`src/hdl/cqe_pkg.sv`:
```
`default_nettype none

package cqe_pkg;

   // Storage geometry
   localparam int DEPTH = 16;
   localparam int IDX_W = $clog2(DEPTH);
   localparam int LIM_W = $clog2(DEPTH + 1);
   localparam int DATA_W = 32;

   // Operation codes carried in the kind field
   localparam logic [1:0] KIND_ENQ  = 2'd0;
   localparam logic [1:0] KIND_DEQ  = 2'd1;
   localparam logic [1:0] KIND_DUMP = 2'd2;

   // Result status codes
   localparam logic [1:0] STAT_OK       = 2'd0;
   localparam logic [1:0] STAT_OVERFLOW = 2'd1;
   localparam logic [1:0] STAT_EMPTY    = 2'd2;

   // One request beat
   typedef struct packed {
      logic [1:0]               kind;
      logic signed [DATA_W-1:0] data_in;
   } req_type;

   // One result beat
   typedef struct packed {
      logic signed [DATA_W-1:0] data_out;
      logic [1:0]               status;
      logic                     last;
   } rsp_type;

   // Commands from the controller to the datapath
   typedef struct packed {
      logic cfg_wr;
      logic enq;
      logic deq;
      logic dump_empty;
      logic dump_start;
      logic dump_emit;
   } cmd_type;

   // Status from the datapath to the controller
   typedef struct packed {
      logic empty;
      logic dump_fin;
   } stat_type;

endpackage

`default_nettype wire

```
`src/hdl/cqe_ctrl.sv`:
```
`default_nettype none

module cqe_ctrl (
   input  wire logic              clock,
   input  wire logic              reset,
   input  wire logic              req_valid,
   output logic                   req_ready,
   input  wire logic [1:0]        req_kind,
   output logic                   rsp_valid,
   input  wire logic              rsp_ready,
   input  wire logic              csr_valid,
   output logic                   csr_ready,
   input  wire cqe_pkg::stat_type stat,
   output cqe_pkg::cmd_type       cmd
);
   import cqe_pkg::*;

   localparam logic S_IDLE = 1'b0;
   localparam logic S_DUMP = 1'b1;

   logic state_ff, state_in;
   logic rsp_valid_ff, rsp_valid_in;
   logic out_free;
   logic req_fire;
   logic load;

   // The output register is free when empty or being drained this cycle
   assign out_free  = !rsp_valid_ff || rsp_ready;
   assign csr_ready = (state_ff == S_IDLE);
   assign req_ready = (state_ff == S_IDLE) && out_free && !csr_valid;
   assign req_fire  = req_valid && req_ready;
   assign rsp_valid = rsp_valid_ff;

   // Command decode and next state
   always_comb begin
      cmd      = '0;
      state_in = state_ff;
      case (state_ff)
         S_IDLE: begin
            cmd.cfg_wr = csr_valid;
            if (req_fire) begin
               case (req_kind)
                  KIND_ENQ: cmd.enq = 1'b1;
                  KIND_DEQ: cmd.deq = 1'b1;
                  KIND_DUMP: begin
                     if (stat.empty) begin
                        cmd.dump_empty = 1'b1;
                     end else begin
                        cmd.dump_start = 1'b1;
                        state_in       = S_DUMP;
                     end
                  end
                  default: ;
               endcase
            end
         end
         S_DUMP: begin
            if (out_free) begin
               cmd.dump_emit = 1'b1;
               if (stat.dump_fin) begin
                  state_in = S_IDLE;
               end
            end
         end
         default: state_in = S_IDLE;
      endcase
   end

   // A result beat is loaded by enqueue, dequeue and every dump beat
   assign load         = cmd.enq || cmd.deq || cmd.dump_empty || cmd.dump_emit;
   assign rsp_valid_in = load || (rsp_valid_ff && !rsp_ready);

   always_ff @(posedge clock) begin
      if (reset) begin
         state_ff     <= S_IDLE;
         rsp_valid_ff <= 1'b0;
      end else begin
         state_ff     <= state_in;
         rsp_valid_ff <= rsp_valid_in;
      end
   end

   // No new request is taken while a dump is running
   a_no_req_in_dump: assert property (@(posedge clock) disable iff (reset)
      (state_ff == S_DUMP) |-> !req_ready)
      else $error("request accepted during dump");

   // A dump start always leads into the dump state
   a_dump_enters: assert property (@(posedge clock) disable iff (reset)
      cmd.dump_start |=> (state_ff == S_DUMP))
      else $error("dump start did not enter dump state");

   // A result is never loaded over one that is still waiting
   a_no_overwrite: assert property (@(posedge clock) disable iff (reset)
      (rsp_valid_ff && !rsp_ready) |-> !load)
      else $error("pending result overwritten");

endmodule

`default_nettype wire

```
`src/hdl/cqe_dpath.sv`:
```
`default_nettype none

module cqe_dpath (
   input  wire logic                        clock,
   input  wire logic                        reset,
   input  wire cqe_pkg::cmd_type            cmd,
   input  wire logic signed [31:0]          req_data_in,
   input  wire logic [cqe_pkg::LIM_W-1:0]   csr_data,
   output cqe_pkg::stat_type                stat,
   output cqe_pkg::rsp_type                 rsp_data
);
   import cqe_pkg::*;

   logic signed [DATA_W-1:0] slot_ff [DEPTH];
   logic [IDX_W-1:0]         head_ff, head_in;
   logic [IDX_W-1:0]         tail_ff, tail_in;
   logic                     empty_ff, empty_in;
   logic [LIM_W-1:0]         limit_ff, limit_in;
   logic [IDX_W-1:0]         idx_ff, idx_in;
   logic [IDX_W-1:0]         cnt_ff, cnt_in;
   rsp_type                  rsp_ff, rsp_in;

   logic                     wr_en;
   logic [IDX_W-1:0]         wr_addr;
   logic [IDX_W-1:0]         rd_addr;
   logic signed [DATA_W-1:0] rd_data;
   logic [IDX_W-1:0]         tail_next;
   logic [IDX_W-1:0]         head_next;
   logic                     full;
   logic                     dump_fin;

   // Step an index by one, wrapping at the configured limit
   function automatic logic [IDX_W-1:0] adv_idx(input logic [IDX_W-1:0] idx,
                                                input logic [LIM_W-1:0] lim);
      logic [LIM_W-1:0] nxt;
      nxt = {1'b0, idx} + LIM_W'(1);
      return (nxt >= lim) ? '0 : nxt[IDX_W-1:0];
   endfunction

   assign tail_next = adv_idx(tail_ff, limit_ff);
   assign head_next = adv_idx(head_ff, limit_ff);
   assign full      = (tail_next == head_ff);
   assign dump_fin  = (idx_ff == tail_ff) || (({1'b0, cnt_ff} + LIM_W'(1)) == limit_ff);

   // Single read port: head for dequeue, walking index for dump
   assign rd_addr = cmd.dump_emit ? idx_ff : head_ff;
   assign rd_data = slot_ff[rd_addr];

   assign stat.empty    = empty_ff;
   assign stat.dump_fin = dump_fin;
   assign rsp_data      = rsp_ff;

   // Queue pointers, limit and result beat
   always_comb begin
      head_in  = head_ff;
      tail_in  = tail_ff;
      empty_in = empty_ff;
      limit_in = limit_ff;
      idx_in   = idx_ff;
      cnt_in   = cnt_ff;
      rsp_in   = rsp_ff;
      wr_en    = 1'b0;
      wr_addr  = tail_next;
      if (cmd.cfg_wr) begin
         if (csr_data == '0) begin
            limit_in = LIM_W'(1);
         end else if (csr_data > LIM_W'(DEPTH)) begin
            limit_in = LIM_W'(DEPTH);
         end else begin
            limit_in = csr_data;
         end
         head_in  = '0;
         tail_in  = '0;
         empty_in = 1'b1;
      end
      if (cmd.enq) begin
         rsp_in = '{data_out: '0, status: STAT_OK, last: 1'b1};
         if (empty_ff) begin
            head_in  = '0;
            tail_in  = '0;
            empty_in = 1'b0;
            wr_en    = 1'b1;
            wr_addr  = '0;
         end else if (full) begin
            rsp_in.status = STAT_OVERFLOW;
         end else begin
            tail_in = tail_next;
            wr_en   = 1'b1;
         end
      end
      if (cmd.deq) begin
         if (empty_ff) begin
            rsp_in = '{data_out: '0, status: STAT_EMPTY, last: 1'b1};
         end else begin
            rsp_in = '{data_out: rd_data, status: STAT_OK, last: 1'b1};
            if (head_ff == tail_ff) begin
               head_in  = '0;
               tail_in  = '0;
               empty_in = 1'b1;
            end else begin
               head_in = head_next;
            end
         end
      end
      if (cmd.dump_empty) begin
         rsp_in = '{data_out: '0, status: STAT_EMPTY, last: 1'b1};
      end
      if (cmd.dump_start) begin
         idx_in = head_ff;
         cnt_in = '0;
      end
      if (cmd.dump_emit) begin
         rsp_in = '{data_out: rd_data, status: STAT_OK, last: dump_fin};
         idx_in = adv_idx(idx_ff, limit_ff);
         cnt_in = cnt_ff + IDX_W'(1);
      end
   end

   // Slot storage, no reset
   always_ff @(posedge clock) begin
      if (wr_en) begin
         slot_ff[wr_addr] <= req_data_in;
      end
   end

   // Payload registers
   always_ff @(posedge clock) begin
      idx_ff <= idx_in;
      cnt_ff <= cnt_in;
      rsp_ff <= rsp_in;
   end

   // Control state
   always_ff @(posedge clock) begin
      if (reset) begin
         head_ff  <= '0;
         tail_ff  <= '0;
         empty_ff <= 1'b1;
         limit_ff <= LIM_W'(DEPTH);
      end else begin
         head_ff  <= head_in;
         tail_ff  <= tail_in;
         empty_ff <= empty_in;
         limit_ff <= limit_in;
      end
   end

   // An empty queue always has both pointers at slot zero
   a_empty_ptrs: assert property (@(posedge clock) disable iff (reset)
      empty_ff |-> (head_ff == '0 && tail_ff == '0))
      else $error("empty queue with pointers away from zero");

   // Both pointers stay inside the configured length
   a_ptr_range: assert property (@(posedge clock) disable iff (reset)
      ({1'b0, head_ff} < limit_ff) && ({1'b0, tail_ff} < limit_ff))
      else $error("pointer beyond limit");

   // The stored limit is always saturated into range
   a_limit_range: assert property (@(posedge clock) disable iff (reset)
      (limit_ff != '0) && (limit_ff <= LIM_W'(DEPTH)))
      else $error("limit out of range");

endmodule

`default_nettype wire

```
`src/hdl/circular_queue_engine_unit.sv`:
```
// Channel   Direction  Handshake                Beat contents
// req_      in         req_valid / req_ready    req_data: kind, data_in
// rsp_      out        rsp_valid / rsp_ready    rsp_data: data_out, status, last
// csr_      in         csr_valid / csr_ready    csr_data: queue_limit
//
// An enqueue or dequeue can be accepted every cycle while results are taken, no
// dump is running and no limit write is waiting. A dump first sets up the walk,
// then reads one held word at a time through the single slot read port.
// Reset is synchronous; slot contents are not cleared.
// A stalled result holds in the output register and blocks new requests.
`default_nettype none

module circular_queue_engine_unit (
   input  wire logic                      clock,
   input  wire logic                      reset,
   input  wire logic                      req_valid,
   output logic                           req_ready,
   input  wire cqe_pkg::req_type          req_data,
   output logic                           rsp_valid,
   input  wire logic                      rsp_ready,
   output cqe_pkg::rsp_type               rsp_data,
   input  wire logic                      csr_valid,
   output logic                           csr_ready,
   input  wire logic [cqe_pkg::LIM_W-1:0] csr_data
);
   import cqe_pkg::*;

   cmd_type  cmd;
   stat_type stat;

   // Sequencing and handshakes
   cqe_ctrl u_ctrl (
      .clock     (clock),
      .reset     (reset),
      .req_valid (req_valid),
      .req_ready (req_ready),
      .req_kind  (req_data.kind),
      .rsp_valid (rsp_valid),
      .rsp_ready (rsp_ready),
      .csr_valid (csr_valid),
      .csr_ready (csr_ready),
      .stat      (stat),
      .cmd       (cmd)
   );

   // Storage, pointers and result register
   cqe_dpath u_dpath (
      .clock       (clock),
      .reset       (reset),
      .cmd         (cmd),
      .req_data_in (req_data.data_in),
      .csr_data    (csr_data),
      .stat        (stat),
      .rsp_data    (rsp_data)
   );

endmodule

`default_nettype wire

```
`config.mk`:
```
export PLATFORM = sky130hd
export DESIGN_NAME = circular_queue_engine_unit
export DESIGN_NICKNAME = d
export VERILOG_FILES = /design/src/hdl/cqe_pkg.sv /design/src/hdl/cqe_ctrl.sv /design/src/hdl/cqe_dpath.sv /design/src/hdl/circular_queue_engine_unit.sv
export SDC_FILE = /design/constraint.sdc
export NUM_CORES = 1
export LEC_CHECK = 0
export BUFFER_PORTS_ARGS = -buffer_cell sky130_fd_sc_hd__buf_2
export CAP_MARGIN = 20
export CELL_PAD_IN_SITES_DETAIL_PLACEMENT = 0
export CELL_PAD_IN_SITES_GLOBAL_PLACEMENT = 2
export CORE_MARGIN = 8
export CORE_UTILIZATION = 26
export CTS_BUF_LIST = sky130_fd_sc_hd__clkbuf_2
export CTS_CLUSTER_DIAMETER = 80
export DETAILED_ROUTE_END_ITERATION = 16
export PLACE_DENSITY = 0.49
export SLEW_MARGIN = 5
export SYNTH_ARGS = -nofsm -noshare
export SYNTH_HDL_FRONTEND = slang
export SYNTH_HIERARCHICAL = 1
export SYNTH_SLANG_ARGS = --single-unit
```
`constraint.sdc`:
```
create_clock -name clock -period 8.4 [get_ports clock]
set_input_delay 1.26 -clock clock [delete_from_list [all_inputs] [get_ports clock]]
set_output_delay 1.26 -clock clock [all_outputs]
set_load 0.01 [all_outputs]
```
* Yosys cells after proc, flatten, opt, wreduce, memory -nomap -nowiden
Memory sizes are Yosys's and may differ from the RTL's.
Index checks and enable logic that the tools add are counted.
Widths: inputs -> output; s select.
** Word-level totals
- Bits in writable memories :: 512
- Word-level logic and storage cells :: 106
- Bits in registers :: 59
- Memories :: 1
** Cells by class
- Bitwise logic cells :: 1
- Mux-type cells :: 57
- $lt $le $gt $ge :: 4
- Reduce and logical (&&, ||, !) cells :: 20
- Eq/ne operators :: 6
- $add $sub $neg :: 5
** Memories
- u_dpath.slot_ff :: depth 16, width 32, read ports 1, clocked after Yosys merged registers in 0, wr ports 1, RTL line cqe_dpath.sv:14 : logic signed [DATA_W-1:0] slot_ff [DEPTH];
** Operators by type and width (number)
- $mux 35 :: 5
- $mux 4 :: 24
- $mux 1 :: 22
- $add 4x1->5 const B :: 4
- $ge 5x5->1 :: 3
- $mux 5 :: 3
- $eq 4x4->1 :: 3
- $logic_or 1x1->1 :: 6
- $eq 5x5->1 :: 1
- $gt 5x5->1 const B :: 1
- $logic_not 5->1 :: 1
- $add 4x1->4 const B :: 1
- $logic_and 1x1->1 :: 4
- $mux 2 :: 2
- $reduce_bool 2->1 :: 2
- $reduce_bool 4->1 :: 1
- $logic_not 1->1 :: 3
- $reduce_bool 3->1 :: 1
- $eq 2x1->1 const B :: 1
- $eq 2x2->1 const B :: 1
- $logic_not 2->1 :: 1
- $pmux 1 s2 :: 1
- $reduce_or 2->1 :: 1
- $not 1->1 :: 1

* Logic depth before layout (Yosys ltp)
- Word-level depth :: 14
- Mapped depth :: 12
- Gate-level depth less buffers :: 10

* Cells and area by module
Netlist, hierarchy kept.
** Modules (own cells, without submodules)
- cqe_dpath :: area each 22836.9 sq um, times used 1, cells each 1107
- cqe_ctrl :: area each 185.2 sq um, times used 1, cells each 23

* Worst setup path before layout
No wires, ideal clock.
- Kind :: input port to flip-flop
- Start point :: input req_valid
- End point :: memory u_dpath.slot_ff[1][0], enable pin
- Data required time :: 7898 ps
- Setup slack :: 2298 ps
- Data arrival time :: 5600 ps
- Library setup time :: 502 ps
- Stages :: 6
- Path through :: nor2b_2 nor4b_2 and2_1 nand2b_1 or4_2 nor4_1
** RTL lines
- start: declaration :: RTL line circular_queue_engine_unit.sv:16 : input wire logic req_valid,
- end: declaration :: RTL line cqe_dpath.sv:14

* Final worst setup path
- Start point :: register u_dpath.tail_ff[0]
- End point :: memory u_dpath.slot_ff[1][30], enable pin
** On the way
- Cells in the longest elaborated chain, start to end :: 9
- Elaborated cells on any way between the ends :: 11
- Those cells by class :: 1 x add/sub; 1 x order compare; 1 x eq/ne; 8 x mux
** RTL lines
- start: declaration :: RTL line cqe_dpath.sv:16 : logic [IDX_W-1:0] tail_ff, tail_in;
- start signal: assignment :: RTL line cqe_dpath.sv:142 : tail_ff <= tail_in;
- $add 4x1->5 (*) :: RTL line cqe_dpath.sv:36 : nxt = {1'b0, idx} + LIM_W'(1);
- $ge 5x5->1 :: RTL line cqe_dpath.sv:37 : return (nxt >= lim) ? '0 : nxt[IDX_W-1:0];
- $mux 4 (*) :: RTL line cqe_dpath.sv:37
- $eq 4x4->1 :: RTL line cqe_dpath.sv:42 : assign full = (tail_next == head_ff);
- $mux 1 :: RTL line cqe_dpath.sv:84 : end else if (full) begin
- $mux 1 :: RTL line cqe_dpath.sv:78 : if (empty_ff) begin
- $mux 1 :: RTL line cqe_dpath.sv:76 : if (cmd.enq) begin
- $mux 1 :: RTL line cqe_dpath.sv:121 : if (wr_en) begin
- $mux 1 (implied by the code) :: RTL line cqe_dpath.sv:122 : slot_ff[wr_addr] <= req_data_in;
Every way passes the cells marked *; elsewhere a longest branch is shown, timed or not.

==> results by group <==
Outcome
  – Outcome: complete, no violations

Floorplanning
  – Die outline area: 98,300 um^2
  – Die Span X: 314 um
  – Number of core rows: 109
  – Die Span Y: around 310 um
  – Starting Density: 26.1%
  – Ports: 82
  – Core Footprint: 88,100 um^2

Clock network
  – TritonCTS clock tree: done
  – Setup Fix Bufs, Post-CTS: 0
  – Worst skew pair latency: between 1 and 1.5 ns
  – Clock transition at the registers of the reported paths: 0.09 ns
  – Hold-fix buffers, CTS: 0
  – CTS root buf: clkbuf_2
  – Htree depth: 4
  – PostCTS Resize Cnt: 0
  – Clock buffer depth: 3
  – Clk sinks: 571
  – Num CTS Buffers: 158

Cells and area
  – Nets: 1,402
  – Layout cells sized above 1: 37.4%
  – Register area: 17,000 um^2
  – Area of the multi-input gates: 5750 um^2
  – Area overhead of the layout relative to synthesis: 15.0%
  – Filler cells: 8,781

Power and ir drop
  – Leakage power: 8.91 nW
  – Overall Power: between 5 and 6 mW
  – Pwr dens: 202 nW/um^2
  – Worst VDD drop: 93.9 uV

Timing
  – Tcrit/Tclk final: about three fifths
  – Slew headroom: 36.1%
  – Highest Clock Rate: 0.202 GHz
  – Setup violators final: 0
  – RSZ-0062 raised after global routing: no
  – Worst slew pin tran: about 0.95 ns
  – Tmin final: 4.95 ns
  – Max Slew Vio Count: 0
  – Fin Setup TNS: 0 ns
  – Hold Violations, Final: 0
  – Clock skew: 0.0846 ns

Worst setup path
  – Critical Path End: u_dpath/slot_ff[1][30]$_DFFE_PP_
  – Crit path from: u_dpath/tail_ff[0]$_SDFF_PP0_
  – Critical path required time: 9.24 ns
  – Reg2Reg Depth: 12
  – Crit path max fanout: 32
  – Worst R2R Setup Slack: 3.45 ns
  – Crit path kind: reg -> reg
  – Critical path startpoint category: flop
  – CP arrival: 5.79 ns
  – R2r startpoint: u_dpath/tail_ff[0]$_SDFF_PP0_
  – Nature of the critical path endpoint: flop
  – R2r endpoint: u_dpath/slot_ff[1][30]$_DFFE_PP_

Detailed routing
  – WL per Instance: approximately 21 um
  – Routed via count: 11,600
  – Initial DRC Count: 536
  – Routed vias/inst: between 4 and 5
  – Initial DRT Pass Iterations: 6
  – Final ANT Viol Nets: 0
  – WL final: between 50 and 60 mm
  – DRC: 0

Yosys
  – Yosys cell types: 67
  – Share of synthesized flip-flops with an asynchronous set or reset: 0%
  – Syn_nets: ~1,200
  – Most frequent cells after synthesis: edfxtp_1 (553), mux4_2 (128), a211oi_1 (68)
  – Largest area contributor in the netlist: edfxtp_1
  – Synth Area in Adders: 1.03%
  – Share of the synthesized area in the top cell type: 72.1%
  – Seq/Total Area, Yosys: roughly three quarters
  – Compound-Gate Fraction of Synth Area: 4.32%
  – Main synth FF type: edfxtp_1
  – Post-synth EDFFs: 553
  – Largest family of logic cells by synthesized area: multiplexers
  – Syn avg cell area: 20.4 um^2
  – Synth warn: 6
  – Most frequent cell after synthesis: edfxtp_1
  – Post-Syn Instances: 1,130
  – XOR/XNOR Fraction of Synth Area: 0.984%
  – Synth Area in Simple Gates: 3.75%
  – Largest cells by area after synthesis: edfxtp_1 (72%), mux4_2 (13%), a211oi_1 (2.2%)
  – Post-Synthesis Cell Area: 23,000 um^2
  – Multiplexer share of the synthesized area: between 10% and 20%
  – Synthesized flop and latch total: 571

GRT
  – Vias in the first global route: 12,600
  – Largest net degree at the start of global routing: approximately 130
  – Total global routing overflow: 0
  – Total Routing Usage GR: 11.5%
  – Initial antenna violation count: 5
  – First-pass GRT wire length: 83.7 mm

Placement
  – Post-DP HPWL: 31.8 mm
  – GP Congestion: 0.691
  – IO Port Bufs: 81

Run
  – Maxcap violations: 0

Min path
  – Min-Delay Path Class: in -> reg
-- flip-flops by register name, summed over array words and instances (netlist names), 4 cells and up --
| name | count |
|---|---|
| u_dpath/cnt_ff | 4 |
| u_dpath/head_ff | 4 |
| u_dpath/idx_ff | 4 |
| u_dpath/limit_ff | 5 |
| u_dpath/rsp_data | 35 |
| u_dpath/slot_ff | 512 |
| u_dpath/tail_ff | 4 |
-- worst min-delay path by stage --
| stage | start | endpoint | depth (start not counted) |
|---|---|---|---|
| floorplan | u_dpath/limit_ff[4]$_SDFFE_PP1P_ | u_dpath/limit_ff[4]$_SDFFE_PP1P_ | 2 |
| global placement | u_dpath/rsp_data[1]$_SDFFE_PP0P_ | u_dpath/rsp_data[1]$_SDFFE_PP0P_ | 2 |
| detailed placement | u_dpath/rsp_data[1]$_SDFFE_PP0P_ | u_dpath/rsp_data[1]$_SDFFE_PP0P_ | 2 |
| CTS | csr_data[2] | u_dpath/limit_ff[2]$_SDFFE_PP0P_ | 3 |
| global route | req_data[22] | u_dpath/slot_ff[10][22]$_DFFE_PP_ | 1 |
| finish | csr_data[2] | u_dpath/limit_ff[2]$_SDFFE_PP0P_ | 3 |
-- power breakdown --
group | switching, mW | internal [mW] | total, mW
combinational | 0.0775 | 0.0295 | 0.107
sequential | 0.00583 | 3.13 | 3.13
clock | 1.19 | 0.929 | 2.12
-- per-stage QoR --
stage	std cells	cell area, um^2	utilization, %	setup slack [ns]	hold slack (ns)
global placement	2344	24900	28.3	3.52	0.534
global route	2625	26500	30.0	3.09	0.107
finish	2625	26500	30.0	3.45	0.298
CTS	2624	26500	30.0	3.42	0.0258
floorplan	1130	23000	-	2.30	0.508
detailed placement	2344	24900	28.3	3.44	0.521
-- cells in the final DEF (no fill, tap or decap), drive strengths merged, types with 8 or more instances in the layout --
cell type,instances
edfxtp,553
clkbuf,228
mux4,128
buf,113
a211oi,68
nor2b,44
clkinv,41
mux2i,37
inv,23
nor2,20
ha,19
xnor2,19
dfxtp,18
nor4,17
nand2,12
nand3,12
o21ai,12
a21oi,11
nand2b,8
o211ai,8
-- layer usage --
layer	vias to the layer above	part of all wire (%)	global-route usage, %
met2	233	51	19.7
met4	2	1.9	3.88
met1	6004	43	13.9
met5	-	0.021	0
li1	5238	-	-
met3	97	4.2	3.30
-- kinds of logic after synthesis --
family                   Yosys count
AO/OA/AOI/OAI                    130
XOR/XNOR                          22
adder cells (fa/ha/maj)           19
buffers and inverters             83
flip-flops                       571
multiplexers                     165
AND/OR/NAND/NOR                  140
-- final cells by class --
cell class              instances  share of cell area (%)
flip-flops and latches        571                    64.1
inverters                      19                   0.269
clock inverters                52                    1.56
clock buffers                 228                    4.31
diodes                          1                 0.00945
well taps                    1165                    5.51
repair buffers                113                    2.53
multi-input cells             476                    21.7
-- critical path: stages, from the launching register on --
cell	delay, ns
dfxtp_1	0.71
nand3_2	0.17
xnor2_2	0.77
inv_2	0.32
ha_1	0.32
a21oi_1	0.38
o21ai_2	0.10
buf_4	0.27
o311ai_4	0.36
nor4_4	0.07
buf_4	0.24
nor4_2	0.22
buf_4	0.60
(Power assumes the default switching activity.)
